File: src/rtl/spfa_pkg.sv
// shared types, constants and saturation helpers for the sph pair force accumulator
package spfa_pkg;

  localparam int FRAC_BITS_DEF = 16;

  localparam int IN_TDATA_W  = 352;
  localparam int OUT_TDATA_W = 96;
  localparam int CFG_IDX_W   = 3;

  localparam int POS_X_LSB    = 0;
  localparam int POS_Y_LSB    = 32;
  localparam int VEL_X_LSB    = 64;
  localparam int VEL_Y_LSB    = 96;
  localparam int DENSITY_LSB  = 128;
  localparam int PRESSURE_LSB = 159;
  localparam int SMOOTH_LSB   = 191;
  localparam int SOUND_LSB    = 222;
  localparam int MASS_LSB     = 253;
  localparam int GRAD_X_LSB   = 284;
  localparam int GRAD_Y_LSB   = 316;

  localparam logic [1:0] ACT_LOAD     = 2'd0;
  localparam logic [1:0] ACT_NEIGHBOR = 2'd1;
  localparam logic [1:0] ACT_BOUNDARY = 2'd2;
  localparam logic [1:0] ACT_EMIT     = 2'd3;

  localparam logic [CFG_IDX_W-1:0] CFG_GRAVITY    = 3'd0;
  localparam logic [CFG_IDX_W-1:0] CFG_BND_RADIUS = 3'd1;
  localparam logic [CFG_IDX_W-1:0] CFG_BND_STRENG = 3'd2;
  localparam logic [CFG_IDX_W-1:0] CFG_VISC_ALPHA = 3'd3;
  localparam logic [CFG_IDX_W-1:0] CFG_VISC_BETA  = 3'd4;

  localparam logic signed [31:0] GRAVITY_RST = -32'sd642908;
  localparam logic [30:0] BND_RADIUS_RST = 31'd655;
  localparam logic [30:0] BND_STRENG_RST = 31'd655;
  localparam logic [30:0] VISC_ALPHA_RST = 31'd65536;
  localparam logic [30:0] VISC_BETA_RST  = 31'd65536;

  typedef enum logic [5:0] {
    OP_NONE, OP_LOAD, OP_EMIT, OP_DIFF,
    OP_VDW1, OP_VDW2, OP_VR1, OP_VR2, OP_R21, OP_R22,
    OP_WD0, OP_WD1, OP_WPIJ,
    OP_T, OP_AX, OP_AY, OP_AE,
    OP_V1, OP_WPHI, OP_V3, OP_V4, OP_V5, OP_V6, OP_WCOEF,
    OP_WR, OP_WQ, OP_Q2, OP_Q4, OP_Q8, OP_Q12, OP_B7, OP_WFAC, OP_BX, OP_BY
  } op_t;

  typedef enum logic [2:0] {
    DS_PI_C, DS_PI_C2, DS_PI_N, DS_PI_N2, DS_P0R2, DS_PIIJ, DS_Q
  } dsel_t;

  typedef struct packed {
    op_t   op;
    logic  div_go;
    dsel_t dsel;
    logic  sqrt_go;
  } cmd_t;

  typedef struct packed {
    logic [1:0] action;
    logic       vr_neg;
    logic       r_lt_r0;
    logic       div_busy;
    logic       sqrt_busy;
    logic       emit_ok;
  } stat_t;

  function automatic logic signed [31:0] sat32(input logic signed [63:0] x);
    if (x > 64'sd2147483647) return 32'sh7fffffff;
    else if (x < -64'sd2147483648) return 32'sh80000000;
    else return x[31:0];
  endfunction

  function automatic logic signed [47:0] sat48(input logic signed [63:0] x);
    if (x > 64'sd140737488355327) return 48'sh7fffffffffff;
    else if (x < -64'sd140737488355328) return 48'sh800000000000;
    else return x[47:0];
  endfunction

endpackage

File: src/rtl/spfa_ctrl.sv
// controller: sequences one word through the datapath steps
module spfa_ctrl (
  input  logic            clk,
  input  logic            rst,
  input  logic            in_valid,
  output logic            in_ready,
  input  spfa_pkg::stat_t stat,
  output spfa_pkg::cmd_t  cmd
);

  typedef enum logic [5:0] {
    S_IDLE, S_DISP, S_LOAD, S_EMIT, S_DIFF,
    S_VDW1, S_VDW2, S_VR1, S_VR2, S_R21, S_R22,
    S_DPC, S_WPC, S_DPC2, S_WPC2, S_DPN, S_WPN, S_DPN2, S_WPN2,
    S_T1, S_T2, S_T3, S_T4,
    S_V1, S_DPHI, S_WPHI, S_V3, S_V4, S_V5, S_V6, S_DPII, S_WPII,
    S_SQGO, S_SQWT, S_CMP, S_DQ, S_WQ, S_Q2, S_Q4, S_Q8, S_Q12, S_B7,
    S_DFAC, S_WFAC, S_BX, S_BY
  } state_t;

  state_t state, state_next;
  logic   visc;

  assign in_ready = (state == S_IDLE);

  always_ff @(posedge clk) begin
    if (rst) begin
      state <= S_IDLE;
      visc  <= 1'b0;
    end else begin
      state <= state_next;
      if (state == S_IDLE) visc <= 1'b0;
      else if (state == S_V1) visc <= 1'b1;
    end
  end

  always_comb begin
    state_next  = state;
    cmd.op      = spfa_pkg::OP_NONE;
    cmd.div_go  = 1'b0;
    cmd.dsel    = spfa_pkg::DS_PI_C;
    cmd.sqrt_go = 1'b0;
    case (state)
      S_IDLE: if (in_valid) state_next = S_DISP;
      S_DISP: begin
        case (stat.action)
          spfa_pkg::ACT_LOAD: state_next = S_LOAD;
          spfa_pkg::ACT_EMIT: state_next = S_EMIT;
          default:            state_next = S_DIFF;
        endcase
      end
      S_LOAD: begin cmd.op = spfa_pkg::OP_LOAD; state_next = S_IDLE; end
      S_EMIT: begin
        cmd.op = spfa_pkg::OP_EMIT;
        if (stat.emit_ok) state_next = S_IDLE;
      end
      S_DIFF: begin cmd.op = spfa_pkg::OP_DIFF; state_next = S_VDW1; end
      S_VDW1: begin cmd.op = spfa_pkg::OP_VDW1; state_next = S_VDW2; end
      S_VDW2: begin cmd.op = spfa_pkg::OP_VDW2; state_next = S_VR1; end
      S_VR1:  begin cmd.op = spfa_pkg::OP_VR1; state_next = S_VR2; end
      S_VR2:  begin cmd.op = spfa_pkg::OP_VR2; state_next = S_R21; end
      S_R21:  begin cmd.op = spfa_pkg::OP_R21; state_next = S_R22; end
      S_R22:  begin cmd.op = spfa_pkg::OP_R22; state_next = S_DPC; end
      S_DPC:  begin cmd.div_go = 1'b1; cmd.dsel = spfa_pkg::DS_PI_C; state_next = S_WPC; end
      S_WPC:  begin cmd.op = spfa_pkg::OP_WD0; if (!stat.div_busy) state_next = S_DPC2; end
      S_DPC2: begin cmd.div_go = 1'b1; cmd.dsel = spfa_pkg::DS_PI_C2; state_next = S_WPC2; end
      S_WPC2: begin cmd.op = spfa_pkg::OP_WD1; if (!stat.div_busy) state_next = S_DPN; end
      S_DPN:  begin cmd.div_go = 1'b1; cmd.dsel = spfa_pkg::DS_PI_N; state_next = S_WPN; end
      S_WPN:  begin cmd.op = spfa_pkg::OP_WD0; if (!stat.div_busy) state_next = S_DPN2; end
      S_DPN2: begin cmd.div_go = 1'b1; cmd.dsel = spfa_pkg::DS_PI_N2; state_next = S_WPN2; end
      S_WPN2: begin cmd.op = spfa_pkg::OP_WPIJ; if (!stat.div_busy) state_next = S_T1; end
      S_T1:   begin cmd.op = spfa_pkg::OP_T; state_next = S_T2; end
      S_T2:   begin cmd.op = spfa_pkg::OP_AX; state_next = S_T3; end
      S_T3:   begin cmd.op = spfa_pkg::OP_AY; state_next = S_T4; end
      S_T4: begin
        cmd.op = spfa_pkg::OP_AE;
        if (!visc && stat.vr_neg) state_next = S_V1;
        else if (stat.action == spfa_pkg::ACT_BOUNDARY) state_next = S_SQGO;
        else state_next = S_IDLE;
      end
      S_V1:   begin cmd.op = spfa_pkg::OP_V1; state_next = S_DPHI; end
      S_DPHI: begin cmd.div_go = 1'b1; cmd.dsel = spfa_pkg::DS_P0R2; state_next = S_WPHI; end
      S_WPHI: begin cmd.op = spfa_pkg::OP_WPHI; if (!stat.div_busy) state_next = S_V3; end
      S_V3:   begin cmd.op = spfa_pkg::OP_V3; state_next = S_V4; end
      S_V4:   begin cmd.op = spfa_pkg::OP_V4; state_next = S_V5; end
      S_V5:   begin cmd.op = spfa_pkg::OP_V5; state_next = S_V6; end
      S_V6:   begin cmd.op = spfa_pkg::OP_V6; state_next = S_DPII; end
      S_DPII: begin cmd.div_go = 1'b1; cmd.dsel = spfa_pkg::DS_PIIJ; state_next = S_WPII; end
      S_WPII: begin cmd.op = spfa_pkg::OP_WCOEF; if (!stat.div_busy) state_next = S_T1; end
      S_SQGO: begin cmd.sqrt_go = 1'b1; state_next = S_SQWT; end
      S_SQWT: begin cmd.op = spfa_pkg::OP_WR; if (!stat.sqrt_busy) state_next = S_CMP; end
      S_CMP:  state_next = stat.r_lt_r0 ? S_DQ : S_IDLE;
      S_DQ:   begin cmd.div_go = 1'b1; cmd.dsel = spfa_pkg::DS_Q; state_next = S_WQ; end
      S_WQ:   begin cmd.op = spfa_pkg::OP_WQ; if (!stat.div_busy) state_next = S_Q2; end
      S_Q2:   begin cmd.op = spfa_pkg::OP_Q2; state_next = S_Q4; end
      S_Q4:   begin cmd.op = spfa_pkg::OP_Q4; state_next = S_Q8; end
      S_Q8:   begin cmd.op = spfa_pkg::OP_Q8; state_next = S_Q12; end
      S_Q12:  begin cmd.op = spfa_pkg::OP_Q12; state_next = S_B7; end
      S_B7:   begin cmd.op = spfa_pkg::OP_B7; state_next = S_DFAC; end
      S_DFAC: begin cmd.div_go = 1'b1; cmd.dsel = spfa_pkg::DS_P0R2; state_next = S_WFAC; end
      S_WFAC: begin cmd.op = spfa_pkg::OP_WFAC; if (!stat.div_busy) state_next = S_BX; end
      S_BX:   begin cmd.op = spfa_pkg::OP_BX; state_next = S_BY; end
      S_BY:   begin cmd.op = spfa_pkg::OP_BY; state_next = S_IDLE; end
      default: state_next = S_IDLE;
    endcase
  end

endmodule

File: config.mk
export PLATFORM = sky130hd
export DESIGN_NAME = spfa_ctrl
export DESIGN_NICKNAME = d
export VERILOG_FILES = /design/src/rtl/spfa_pkg.sv /design/src/rtl/spfa_ctrl.sv
export SDC_FILE = /design/constraint.sdc
export NUM_CORES = 1
export LEC_CHECK = 0
export ABC_AREA = 1
export BUFFER_PORTS_ARGS = -buffer_cell sky130_fd_sc_hd__buf_2
export CAP_MARGIN = 20
export CORE_ASPECT_RATIO = 0.7
export CORE_UTILIZATION = 51
export CTS_CLUSTER_DIAMETER = 80
export DETAILED_ROUTE_END_ITERATION = 10
export GPL_TIMING_DRIVEN = 0
export MAX_ROUTING_LAYER = met4
export PLACE_DENSITY = 0.76
export RECOVER_POWER = 50
export SLEW_MARGIN = 20
export SYNTH_ARGS = -nofsm -noshare
export SYNTH_HDL_FRONTEND = slang
export SYNTH_SLANG_ARGS = --single-unit
File: constraint.sdc
create_clock -name clk -period 1.4 [get_ports clk]
set_input_delay 0.14 -clock clk [delete_from_list [all_inputs] [get_ports clk]]
set_output_delay 0.14 -clock clk [all_outputs]
set_load 0.1 [all_outputs]
==> metrics.txt, run 1 <==
# TYPE chip_impl_metric gauge
chip_impl_metric{name="synthesis.area_per_instance",unit="µm²"} 5.09
chip_impl_info{name="area_contributors_post_synth",value="sky130_fd_sc_hd__nand2_1, sky130_fd_sc_hd__nand3_1, sky130_fd_sc_hd__nor2_1, sky130_fd_sc_hd__dfxtp_1, sky130_fd_sc_hd__inv_1"} 1
chip_impl_metric{name="total_cts_buffers",unit=""} 3
chip_impl_metric{name="floorplan.die.width",unit="µm"} 62.3
chip_impl_metric{name="setup_slack_at_placement",unit="ps"} -567
chip_impl_info{name="status",value="stopped before the end"} 1
chip_impl_metric{name="synth_nets",unit=""} 267
chip_impl_info{name="cts_root_buf",value="sky130_fd_sc_hd__clkbuf_4"} 1
chip_impl_metric{name="initial_core_utilization",unit="%"} 57.0
chip_impl_metric{name="cts_setup_buffers",unit=""} 28
chip_impl_metric{name="synth.yosys.warnings",unit=""} 0
chip_impl_metric{name="cts_htree_levels",unit=""} 1
chip_impl_metric{name="ys_ff_latch",unit=""} 7
chip_impl_metric{name="cts-hold-fix-buffers",unit=""} 0
chip_impl_metric{name="cts_sinks",unit=""} 7
chip_impl_info{name="outcome.stop_stage",value="clock tree synthesis (4_1_cts)"} 1
chip_impl_metric{name="synth_top_area_share",unit="%"} 23.7
chip_impl_metric{name="floorplan.rows",unit=""} 14
chip_impl_metric{name="synthesis.area",unit="µm²"} 1300
chip_impl_metric{name="ys_seq_area_share",unit="%"} 10.8
chip_impl_info{name="netlist.top_cell.by_area",value="sky130_fd_sc_hd__nand2_1"} 1
chip_impl_metric{name="detailedPlacementHpwl",unit="mm"} 3.92
chip_impl_metric{name="clock_tree.buffer_depth",unit=""} 2
chip_impl_metric{name="syn_inst",unit=""} 255
chip_impl_metric{name="place_congestion",unit=""} 1.02
chip_impl_metric{name="placed_cells_incl_taps",unit=""} 307
chip_impl_metric{name="post_cts_resized",unit=""} 120
chip_impl_metric{name="ports",unit=""} 22
chip_impl_metric{name="die_height",unit="µm"} 44.2
chip_impl_metric{name="placement.io_buffers",unit=""} 20
chip_impl_metric{name="synthDistinctLibCells",unit=""} 24
chip_impl_info{name="error_message",value="[ERROR DPL-0038] Utilization greater than 100%, impossible to legalize"} 1
-- kinds of logic after synthesis --
family	count (synthesis)	share of synthesized area (%)
buffers and inverters	29	9.45
adders and majority gates	2	1.93
DFF	7	10.8
AOI/OAI and AO/OA	21	9.45
and+or+nand+nor	196	68.4
-- cells in the mapped netlist --
library cell / number
sky130_fd_sc_hd__a41oi_1: 1
sky130_fd_sc_hd__nand2_1: 82
sky130_fd_sc_hd__ha_1: 2
sky130_fd_sc_hd__a31oi_1: 1
sky130_fd_sc_hd__inv_1: 17
sky130_fd_sc_hd__nand4_1: 3
sky130_fd_sc_hd__o21ai_2: 1
sky130_fd_sc_hd__dfxtp_1: 7
sky130_fd_sc_hd__inv_2: 5
sky130_fd_sc_hd__nor3_1: 6
sky130_fd_sc_hd__a211oi_1: 2
sky130_fd_sc_hd__nand3_2: 1
sky130_fd_sc_hd__nand2_2: 7
sky130_fd_sc_hd__a221oi_1: 1
sky130_fd_sc_hd__nor2_2: 7
sky130_fd_sc_hd__buf_6: 1
sky130_fd_sc_hd__nand4_4: 1
sky130_fd_sc_hd__buf_2: 5
sky130_fd_sc_hd__nor2_4: 3
sky130_fd_sc_hd__nand3_1: 44
sky130_fd_sc_hd__nor2_1: 42
sky130_fd_sc_hd__a21oi_1: 11
sky130_fd_sc_hd__o21ai_0: 4
sky130_fd_sc_hd__clkbuf_1: 1
-- through the flow --
step	setup TNS [ps]	area, µm²
floorplan	-2960	1520
global placement	-6080	1660
detailed placement	-6040	1660
==> run 2: changes to the inputs <==
Settings changed: CORE_AREA from default to 2 2 63 65, CORE_ASPECT_RATIO 0.7 to default, CORE_UTILIZATION 51 to default, CTS_CLUSTER_DIAMETER 80 to default, DIE_AREA from default to 0 0 65 67, MAX_ROUTING_LAYER met4 to default, PLACE_DENSITY 0.76 to default, PLACE_DENSITY_LB_ADDON from default to 0.15.
Clock period 1.4 ns to 1.8 ns, I/O delays scaled along.
==> metrics.txt, run 2 <==
# TYPE chip_impl_metric gauge
chip_impl_metric{name="cp_slowest_stage_delay",unit="ps"} 420
chip_impl_metric{name="initialDrtViolationCount",unit=""} 206
chip_impl_metric{name="detail_route.drc_violations",unit=""} 0
chip_impl_metric{name="synthesis.area",unit="µm²"} 1300
chip_impl_info{name="crit_path_top_delay_cell",value="sky130_fd_sc_hd__dfxtp_4"} 1
chip_impl_info{name="timing.hold.worst.class",value="in -> reg"} 1
chip_impl_info{name="crit_chain",value="inv_2 > nor2_4 > nand2_2 > nand2_2 > nand2_2 > nand3_4 > a211oi_2 > nand4_1 > buf_8"} 1
chip_impl_metric{name="first_pass_iters",unit=""} 5
chip_impl_metric{name="ports",unit=""} 22
chip_impl_metric{name="critPathBufInv",unit=""} 2
chip_impl_metric{name="synth_nets",unit=""} 267
chip_impl_metric{name="setup_slack",unit="ps"} -134
chip_impl_metric{name="place_congestion",unit=""} 0.982
chip_impl_metric{name="final-hold-violation-count",unit=""} 0
chip_impl_metric{name="cts-hold-fix-buffers",unit=""} 0
chip_impl_metric{name="drt-vias-per-instance",unit=""} 5.80
chip_impl_metric{name="worst_ir_drop_vdd",unit="mV"} 0.861
chip_impl_info{name="largest-register",value="state"} 1
chip_impl_metric{name="drive_gt1_share",unit="%"} 49.2
chip_impl_metric{name="syn_inst",unit=""} 255
chip_impl_metric{name="floorplan.die_area",unit="µm²"} 4360
chip_impl_info{name="cpLargestDelayFamily",value="simple AND/OR/NAND/NOR gates"} 1
chip_impl_info{name="mostFrequentLayoutCell",value="sky130_fd_sc_hd__nand2_1"} 1
chip_impl_metric{name="clock_tree.buffer_depth",unit=""} 2
chip_impl_info{name="cpMostUsedCell",value="sky130_fd_sc_hd__nand2_2"} 1
chip_impl_metric{name="largest_register_ff_count",unit=""} 6
chip_impl_metric{name="total_cts_buffers",unit=""} 3
chip_impl_info{name="synthMostInstantiatedCell",value="sky130_fd_sc_hd__nand2_1"} 1
chip_impl_metric{name="final-setup-viol-count",unit=""} 7
chip_impl_metric{name="wl_per_cell",unit="µm"} 16.9
chip_impl_metric{name="synthDistinctLibCells",unit=""} 24
chip_impl_metric{name="ys_ff_latch",unit=""} 7
chip_impl_metric{name="antenna_cells",unit=""} 0
chip_impl_metric{name="critPathMaxFanout",unit=""} 6
chip_impl_metric{name="relSlewSlack",unit="%"} 77.2
chip_impl_info{name="netlist.top_cell.by_area",value="sky130_fd_sc_hd__nand2_1"} 1
chip_impl_metric{name="cellLeakagePower",unit="nW"} 1.26
chip_impl_info{name="reg.largest.list",value="state: 6 flops, visc: 1 flops"} 1
chip_impl_metric{name="cts_sinks",unit=""} 7
chip_impl_metric{name="number_of_global_route_vias_before_repair",unit=""} 1937
chip_impl_metric{name="synth_top_area_share",unit="%"} 23.7
chip_impl_metric{name="synthesis.area_per_instance",unit="µm²"} 5.09
chip_impl_metric{name="ys_seq_area_share",unit="%"} 10.8
chip_impl_metric{name="antenna_found_initial",unit=""} 0
chip_impl_metric{name="floorplan.die.width",unit="µm"} 65
chip_impl_metric{name="number_of_max_cap_violations",unit=""} 0
chip_impl_metric{name="final_antenna_net_count",unit=""} 0
chip_impl_metric{name="globalRoute.totalOverflow",unit=""} 0
chip_impl_metric{name="clkSlewWorstSetupHoldPaths",unit="ps"} 40
chip_impl_info{name="area_contributors_post_synth",value="sky130_fd_sc_hd__nand2_1, sky130_fd_sc_hd__nand3_1, sky130_fd_sc_hd__nor2_1, sky130_fd_sc_hd__dfxtp_1, sky130_fd_sc_hd__inv_1"} 1
chip_impl_info{name="worst_setup_path_end_kind",value="output port"} 1
chip_impl_metric{name="wirelength",unit="mm"} 6.02
chip_impl_metric{name="initial_core_utilization",unit="%"} 36.0
chip_impl_info{name="crit_path_start_kind",value="flop"} 1
chip_impl_info{name="cts_root_buf",value="sky130_fd_sc_hd__clkbuf_8"} 1
chip_impl_metric{name="maxClockFrequency",unit="MHz"} 517
chip_impl_metric{name="finish.net_count",unit=""} 322
chip_impl_metric{name="grt_pass1_wl",unit="mm"} 9.14
chip_impl_metric{name="setup-tns-final",unit="ps"} -568
chip_impl_metric{name="final-max-slew-violation-count",unit=""} 0
chip_impl_info{name="grt_setup_unrepaired",value="true"} 1
chip_impl_metric{name="placement.io_buffers",unit=""} 20
chip_impl_metric{name="maximum_number_of_pins_on_one_net_before_global_route_repair",unit=""} 11
chip_impl_metric{name="skew",unit="ps"} 1.21
chip_impl_metric{name="power_density",unit="nW/µm²"} 691
chip_impl_metric{name="areaGrowthSynthToFinish",unit="%"} 82.4
chip_impl_metric{name="finalCritPeriodShare",unit="%"} 107
chip_impl_metric{name="core_region_area",unit="µm²"} 3610
chip_impl_info{name="violations",value="setup timing"} 1
chip_impl_info{name="setup.worst_path.class",value="reg -> out"} 1
chip_impl_info{name="dominantRegCellSynth",value="sky130_fd_sc_hd__dfxtp_1"} 1
chip_impl_metric{name="async_flop_share",unit="%"} 0
chip_impl_info{name="yosys-top-cells-count",value="sky130_fd_sc_hd__nand2_1, sky130_fd_sc_hd__nand3_1, sky130_fd_sc_hd__nor2_1"} 1
chip_impl_metric{name="track_usage",unit="%"} 27.3
chip_impl_metric{name="floorplan.rows",unit=""} 22
chip_impl_info{name="tritoncts",value="done"} 1
chip_impl_metric{name="worstSkewPairLatency",unit="ps"} 230
chip_impl_metric{name="arrival",unit="ps"} 1750
chip_impl_metric{name="post-route-util",unit="%"} 65.6
chip_impl_metric{name="finalWorstPathRequiredPeriod",unit="ps"} 1930
chip_impl_metric{name="synth.yosys.warnings",unit=""} 0
chip_impl_metric{name="cts_htree_levels",unit=""} 1
chip_impl_metric{name="vias",unit=""} 2071
chip_impl_metric{name="synth_edf_count",unit=""} 0
chip_impl_metric{name="critical_path_required",unit="ps"} 1620
chip_impl_metric{name="die_height",unit="µm"} 67
chip_impl_metric{name="detailedPlacementHpwl",unit="mm"} 4.01
chip_impl_metric{name="worst-slew-pin-transition",unit="ps"} 341
chip_impl_info{name="status",value="complete, but fails checks"} 1
chip_impl_info{name="mostFrequentLayoutCells",value="sky130_fd_sc_hd__nand2_1, sky130_fd_sc_hd__nor2_1, sky130_fd_sc_hd__nand3_1, sky130_fd_sc_hd__buf_4, sky130_fd_sc_hd__nand2_2"} 1
## run 2: cell counts after synthesis
No cell type changed its count.
## run 2: report_power, final
| group | total [mW] | leakage [nW] | internal, mW | switching (mW) |
|---|---|---|---|---|
| combinational | 1.16 | 1.17 | 0.386 | 0.775 |
| clock | 0.220 | 0.0255 | 0.150 | 0.0701 |
| sequential | 0.254 | 0.0610 | 0.184 | 0.0702 |
| total | 1.64 | 1.26 | 0.720 | 0.916 |
## run 2: final timing paths
| kind | depth (start not counted) | from | to | slack, ps |
|---|---|---|---|---|
| worst max register to register | 13 | state[5] | state[0] | 80 |
| worst min-delay path | 2 | rst | state[1] | 210 |
| worst min register to register | 2 | visc | visc | 540 |
| worst max-delay path | 9 | state[2] | cmd[7] | -130 |
## run 2: per-layer routing
layer	up-vias	wire (µm)	global-route usage, %
li1	944	-	-
met1	943	2320	34.1
met2	147	2790	46.5
met3	37	579	4.39
met4	0	320	11.2
met5	-	0	0
## run 2: worst register-to-register path: stages, from the launching register on
cell and delay, ps:
sky130_fd_sc_hd__dfxtp_4 370, sky130_fd_sc_hd__inv_4 70, sky130_fd_sc_hd__nor2_4 40, sky130_fd_sc_hd__buf_6 140
sky130_fd_sc_hd__buf_4 140, sky130_fd_sc_hd__buf_4 130, sky130_fd_sc_hd__nand3_1 130, sky130_fd_sc_hd__nand2_1 80
sky130_fd_sc_hd__nor2_1 100, sky130_fd_sc_hd__nand2_1 60, sky130_fd_sc_hd__nor2_1 140, sky130_fd_sc_hd__nand2_1 90
sky130_fd_sc_hd__nand2_1 70, sky130_fd_sc_hd__a21oi_1 50
## run 2: area by class of cell
type	count	area (µm²)
buffer	7	65.1
clock buffer	3	41.3
clock inverter	1	5.00
fill	305	1240
inverter	22	101
multi-input combinational	219	1410
sequential	7	160
tap	48	60.1
timing repair buffer	50	523
## run 2: kinds of logic after synthesis
| family | Yosys count | synth area share [%] |
|---|---|---|
| flops | 7 | 10.8 |
| simple gates | 196 | 68.4 |
| buf+inv | 29 | 9.45 |
| fa+ha+maj | 2 | 1.93 |
| compound gates | 21 | 9.45 |
## run 2: per-stage QoR
stage | power (mW) | worst slack, ps | hold WS (ps) | instance area, µm² | instances
3_3_place_gp | 1.09 | -357 | 441 | 1530 | 323
3_5_place_dp | 1.09 | -379 | 442 | 1530 | 323
6_report | 1.64 | -134 | 207 | 2370 | 357
4_1_cts | 1.49 | -153 | 200 | 2070 | 348
5_1_grt | 1.71 | -199 | 217 | 2370 | 357
2_1_floorplan | 0.904 | -301 | 239 | 1370 | 255
## run 2: repair_timing
action                                  in CTS  in global routing
endpoints found under the hold margin        0                  0
pin swaps                                   10                 18
setup buffers                               21                 10
resized for setup                           90                 49
endpoints found under the setup margin      12                 13
Note: power is estimated with default switching activity, not from simulation.
==> run 3: changes to the inputs <==
Settings changed: BUFFER_PORTS_ARGS -buffer_cell sky130_fd_sc_hd__buf_2 to -buffer_cell sky130_fd_sc_hd__buf_4, GPL_ROUTABILITY_DRIVEN from default to 0, PLACE_DENSITY from default to 0.63, PLACE_DENSITY_LB_ADDON 0.15 to default.
==> metrics.txt, run 3 (same netlist as run 2, synthesis figures left out) <==
# TYPE chip_impl_metric gauge
chip_impl_metric{name="initialDrtViolationCount",unit=""} 283
chip_impl_metric{name="critPathBufInv",unit=""} 3
chip_impl_metric{name="track_usage",unit="%"} 25.9
chip_impl_info{name="timing.rr.start",value="state[3]"} 1
chip_impl_metric{name="floorplan.die.width",unit="µm"} 65
chip_impl_metric{name="floorplan.rows",unit=""} 22
chip_impl_metric{name="first_pass_iters",unit=""} 6
chip_impl_info{name="cpMostUsedCell",value="sky130_fd_sc_hd__nand3_4"} 1
chip_impl_metric{name="die_height",unit="µm"} 67
chip_impl_metric{name="power_density",unit="nW/µm²"} 701
chip_impl_metric{name="finalCritPeriodShare",unit="%"} 107
chip_impl_metric{name="antenna_cells",unit=""} 0
chip_impl_metric{name="drt-vias-per-instance",unit=""} 5.77
chip_impl_info{name="hold_start",value="rst"} 1
chip_impl_metric{name="critPathMaxFanout",unit=""} 7
chip_impl_metric{name="cp_slowest_stage_delay",unit="ps"} 360
chip_impl_metric{name="final-setup-viol-count",unit=""} 7
chip_impl_metric{name="worst-r2r-cell-count",unit=""} 11
chip_impl_metric{name="post-route-util",unit="%"} 62.0
chip_impl_info{name="violations",value="setup timing"} 1
chip_impl_metric{name="core_region_area",unit="µm²"} 3610
chip_impl_info{name="cts_root_buf",value="sky130_fd_sc_hd__clkbuf_8"} 1
chip_impl_metric{name="final_antenna_net_count",unit=""} 0
chip_impl_metric{name="worstHoldPathCells",unit=""} 2
chip_impl_metric{name="areaGrowthSynthToFinish",unit="%"} 72.4
chip_impl_info{name="largest-register",value="state"} 1
chip_impl_metric{name="grt_pass1_wl",unit="mm"} 8.70
chip_impl_metric{name="detail_route.drc_violations",unit=""} 0
chip_impl_metric{name="placement.io_buffers",unit=""} 20
chip_impl_info{name="critical_path.reg2reg.endpoint",value="state[1]"} 1
chip_impl_metric{name="vias",unit=""} 2013
chip_impl_info{name="mostFrequentLayoutCell",value="sky130_fd_sc_hd__nand2_1"} 1
chip_impl_info{name="crit_start",value="state[5]"} 1
chip_impl_metric{name="clkSlewWorstSetupHoldPaths",unit="ps"} 40
chip_impl_metric{name="worst-slew-pin-transition",unit="ps"} 391
chip_impl_info{name="min_to",value="state[2]"} 1
chip_impl_info{name="crit_path_start_kind",value="flop"} 1
chip_impl_info{name="worst_setup_path_end_kind",value="output port"} 1
chip_impl_info{name="crit_chain",value="inv_4 > nor2_4 > buf_6 > nand3_4 > nand2_4 > a21oi_4 > nand3_4 > nor3_4 > nand3_4 > buf_12"} 1
chip_impl_metric{name="total_cts_buffers",unit=""} 3
chip_impl_info{name="cpLargestDelayFamily",value="simple AND/OR/NAND/NOR gates"} 1
chip_impl_metric{name="cts_htree_levels",unit=""} 1
chip_impl_metric{name="number_of_global_route_vias_before_repair",unit=""} 1800
chip_impl_metric{name="design_area",unit="µm²"} 2240
chip_impl_metric{name="maxClockFrequency",unit="MHz"} 520
chip_impl_metric{name="ports",unit=""} 22
chip_impl_metric{name="wl_met3",unit="µm"} 567
chip_impl_metric{name="worstSkewPairLatency",unit="ps"} 220
chip_impl_metric{name="wl_per_cell",unit="µm"} 16.0
chip_impl_metric{name="final-max-slew-violation-count",unit=""} 0
chip_impl_metric{name="cts_sinks",unit=""} 7
chip_impl_metric{name="finish.net_count",unit=""} 314
chip_impl_metric{name="arrival",unit="ps"} 1740
chip_impl_metric{name="maximum_number_of_pins_on_one_net_before_global_route_repair",unit=""} 11
chip_impl_metric{name="relSlewSlack",unit="%"} 73.9
chip_impl_info{name="crit_path_top_delay_cell",value="sky130_fd_sc_hd__dfxtp_4"} 1
chip_impl_info{name="top_signal_layer_used",value="met4"} 1
chip_impl_metric{name="place_area",unit="µm²"} 1580
chip_impl_metric{name="dr_wl_met2",unit="mm"} 2.64
chip_impl_metric{name="detailedPlacementHpwl",unit="mm"} 3.78
chip_impl_metric{name="worst_ir_drop_vdd",unit="mV"} 0.863
chip_impl_metric{name="floorplan.die_area",unit="µm²"} 4360
chip_impl_metric{name="initial_core_utilization",unit="%"} 36.0
chip_impl_metric{name="finalWorstPathRequiredPeriod",unit="ps"} 1920
chip_impl_info{name="status",value="complete, but fails checks"} 1
chip_impl_metric{name="skew",unit="ps"} 4.44
chip_impl_metric{name="drive_gt1_share",unit="%"} 43.9
chip_impl_metric{name="largest_register_ff_count",unit=""} 6
chip_impl_metric{name="drt-met1-wl",unit="mm"} 2.10
chip_impl_metric{name="cellLeakagePower",unit="nW"} 1.23
chip_impl_metric{name="setup_slack",unit="ps"} -125
chip_impl_metric{name="globalRoute.totalOverflow",unit=""} 0
chip_impl_metric{name="wirelength",unit="mm"} 5.59
chip_impl_metric{name="clock_tree.buffer_depth",unit=""} 2
chip_impl_info{name="setup.worst_path.class",value="reg -> out"} 1
chip_impl_metric{name="final-hold-violation-count",unit=""} 0
chip_impl_metric{name="number_of_max_cap_violations",unit=""} 0
chip_impl_metric{name="critical_path_required",unit="ps"} 1620
chip_impl_info{name="mostFrequentLayoutCells",value="sky130_fd_sc_hd__nand2_1, sky130_fd_sc_hd__nor2_1, sky130_fd_sc_hd__nand3_1, sky130_fd_sc_hd__buf_4, sky130_fd_sc_hd__nand2_2"} 1
chip_impl_metric{name="ff_to_ff_setup_slack",unit="ps"} 20
chip_impl_metric{name="antenna_found_initial",unit=""} 0
chip_impl_info{name="tritoncts",value="done"} 1
chip_impl_info{name="grt_setup_unrepaired",value="true"} 1
chip_impl_info{name="timing.hold.worst.class",value="in -> reg"} 1
chip_impl_info{name="reg.largest.list",value="state: 6 flops, visc: 1 flops"} 1
run 3: cell types whose count changed in the layout (fill, tap and decap cells not counted), sizes merged:
| cell | delta |
|---|---|
| clkinv | -1 |
| buf | -8 |
| clkbuf | +1 |
run 3: routing by layer:
layer	track usage, %	up-vias
li1	-	927
met3	3.38	41
met5	0	-
met1	33.9	880
met4	7.98	0
met2	43.8	165
run 3: area by class of cell:
type / count / area, µm²
plain buffers: 7 / 65.1
multi-input cells: 219 / 1360
fillers: 315 / 1370
clock buffers: 4 / 45.0
well taps: 48 / 60.1
repair buffers: 42 / 448
inverters: 22 / 93.8
flip-flops and latches: 7 / 163
run 3: power breakdown:
part	internal, mW	switching, mW
Clock	0.153	0.0652
Combinational	0.356	0.749
Sequential	0.182	0.0626
Total	0.691	0.876
run 3: worst max-delay path by stage:
stage / slack, ps / end / depth (start not counted)
2_1_floorplan: -300 / cmd[4] / 9
3_3_place_gp: -310 / cmd[9] / 10
3_5_place_dp: -290 / cmd[9] / 10
4_1_cts: -150 / cmd[9] / 9
5_1_grt: -200 / cmd[8] / 10
6_report: -120 / cmd[8] / 10
run 3: stage by stage:
| stage | power [mW] | instances | worst slack, ps | hold slack, ps | TNS, ps |
|---|---|---|---|---|---|
| floorplan | 0.904 | 255 | -301 | 239 | -829 |
| global placement | 1.11 | 323 | -306 | 402 | -819 |
| CTS | 1.43 | 342 | -149 | 170 | -412 |
| detailed placement | 1.11 | 323 | -285 | 405 | -695 |
| finish | 1.57 | 349 | -125 | 168 | -552 |
| global route | 1.66 | 349 | -204 | 169 | -1330 |
run 3: repair_timing:
item                                   4_1_cts  5_1_grt
setup endpoints to repair                   11       10
resized for setup                           71       42
endpoints found under the hold margin        0        0
pin swaps                                    7        9
setup buffers                               15        6
gates cloned                                 0        1
hold buffers                                 0        0
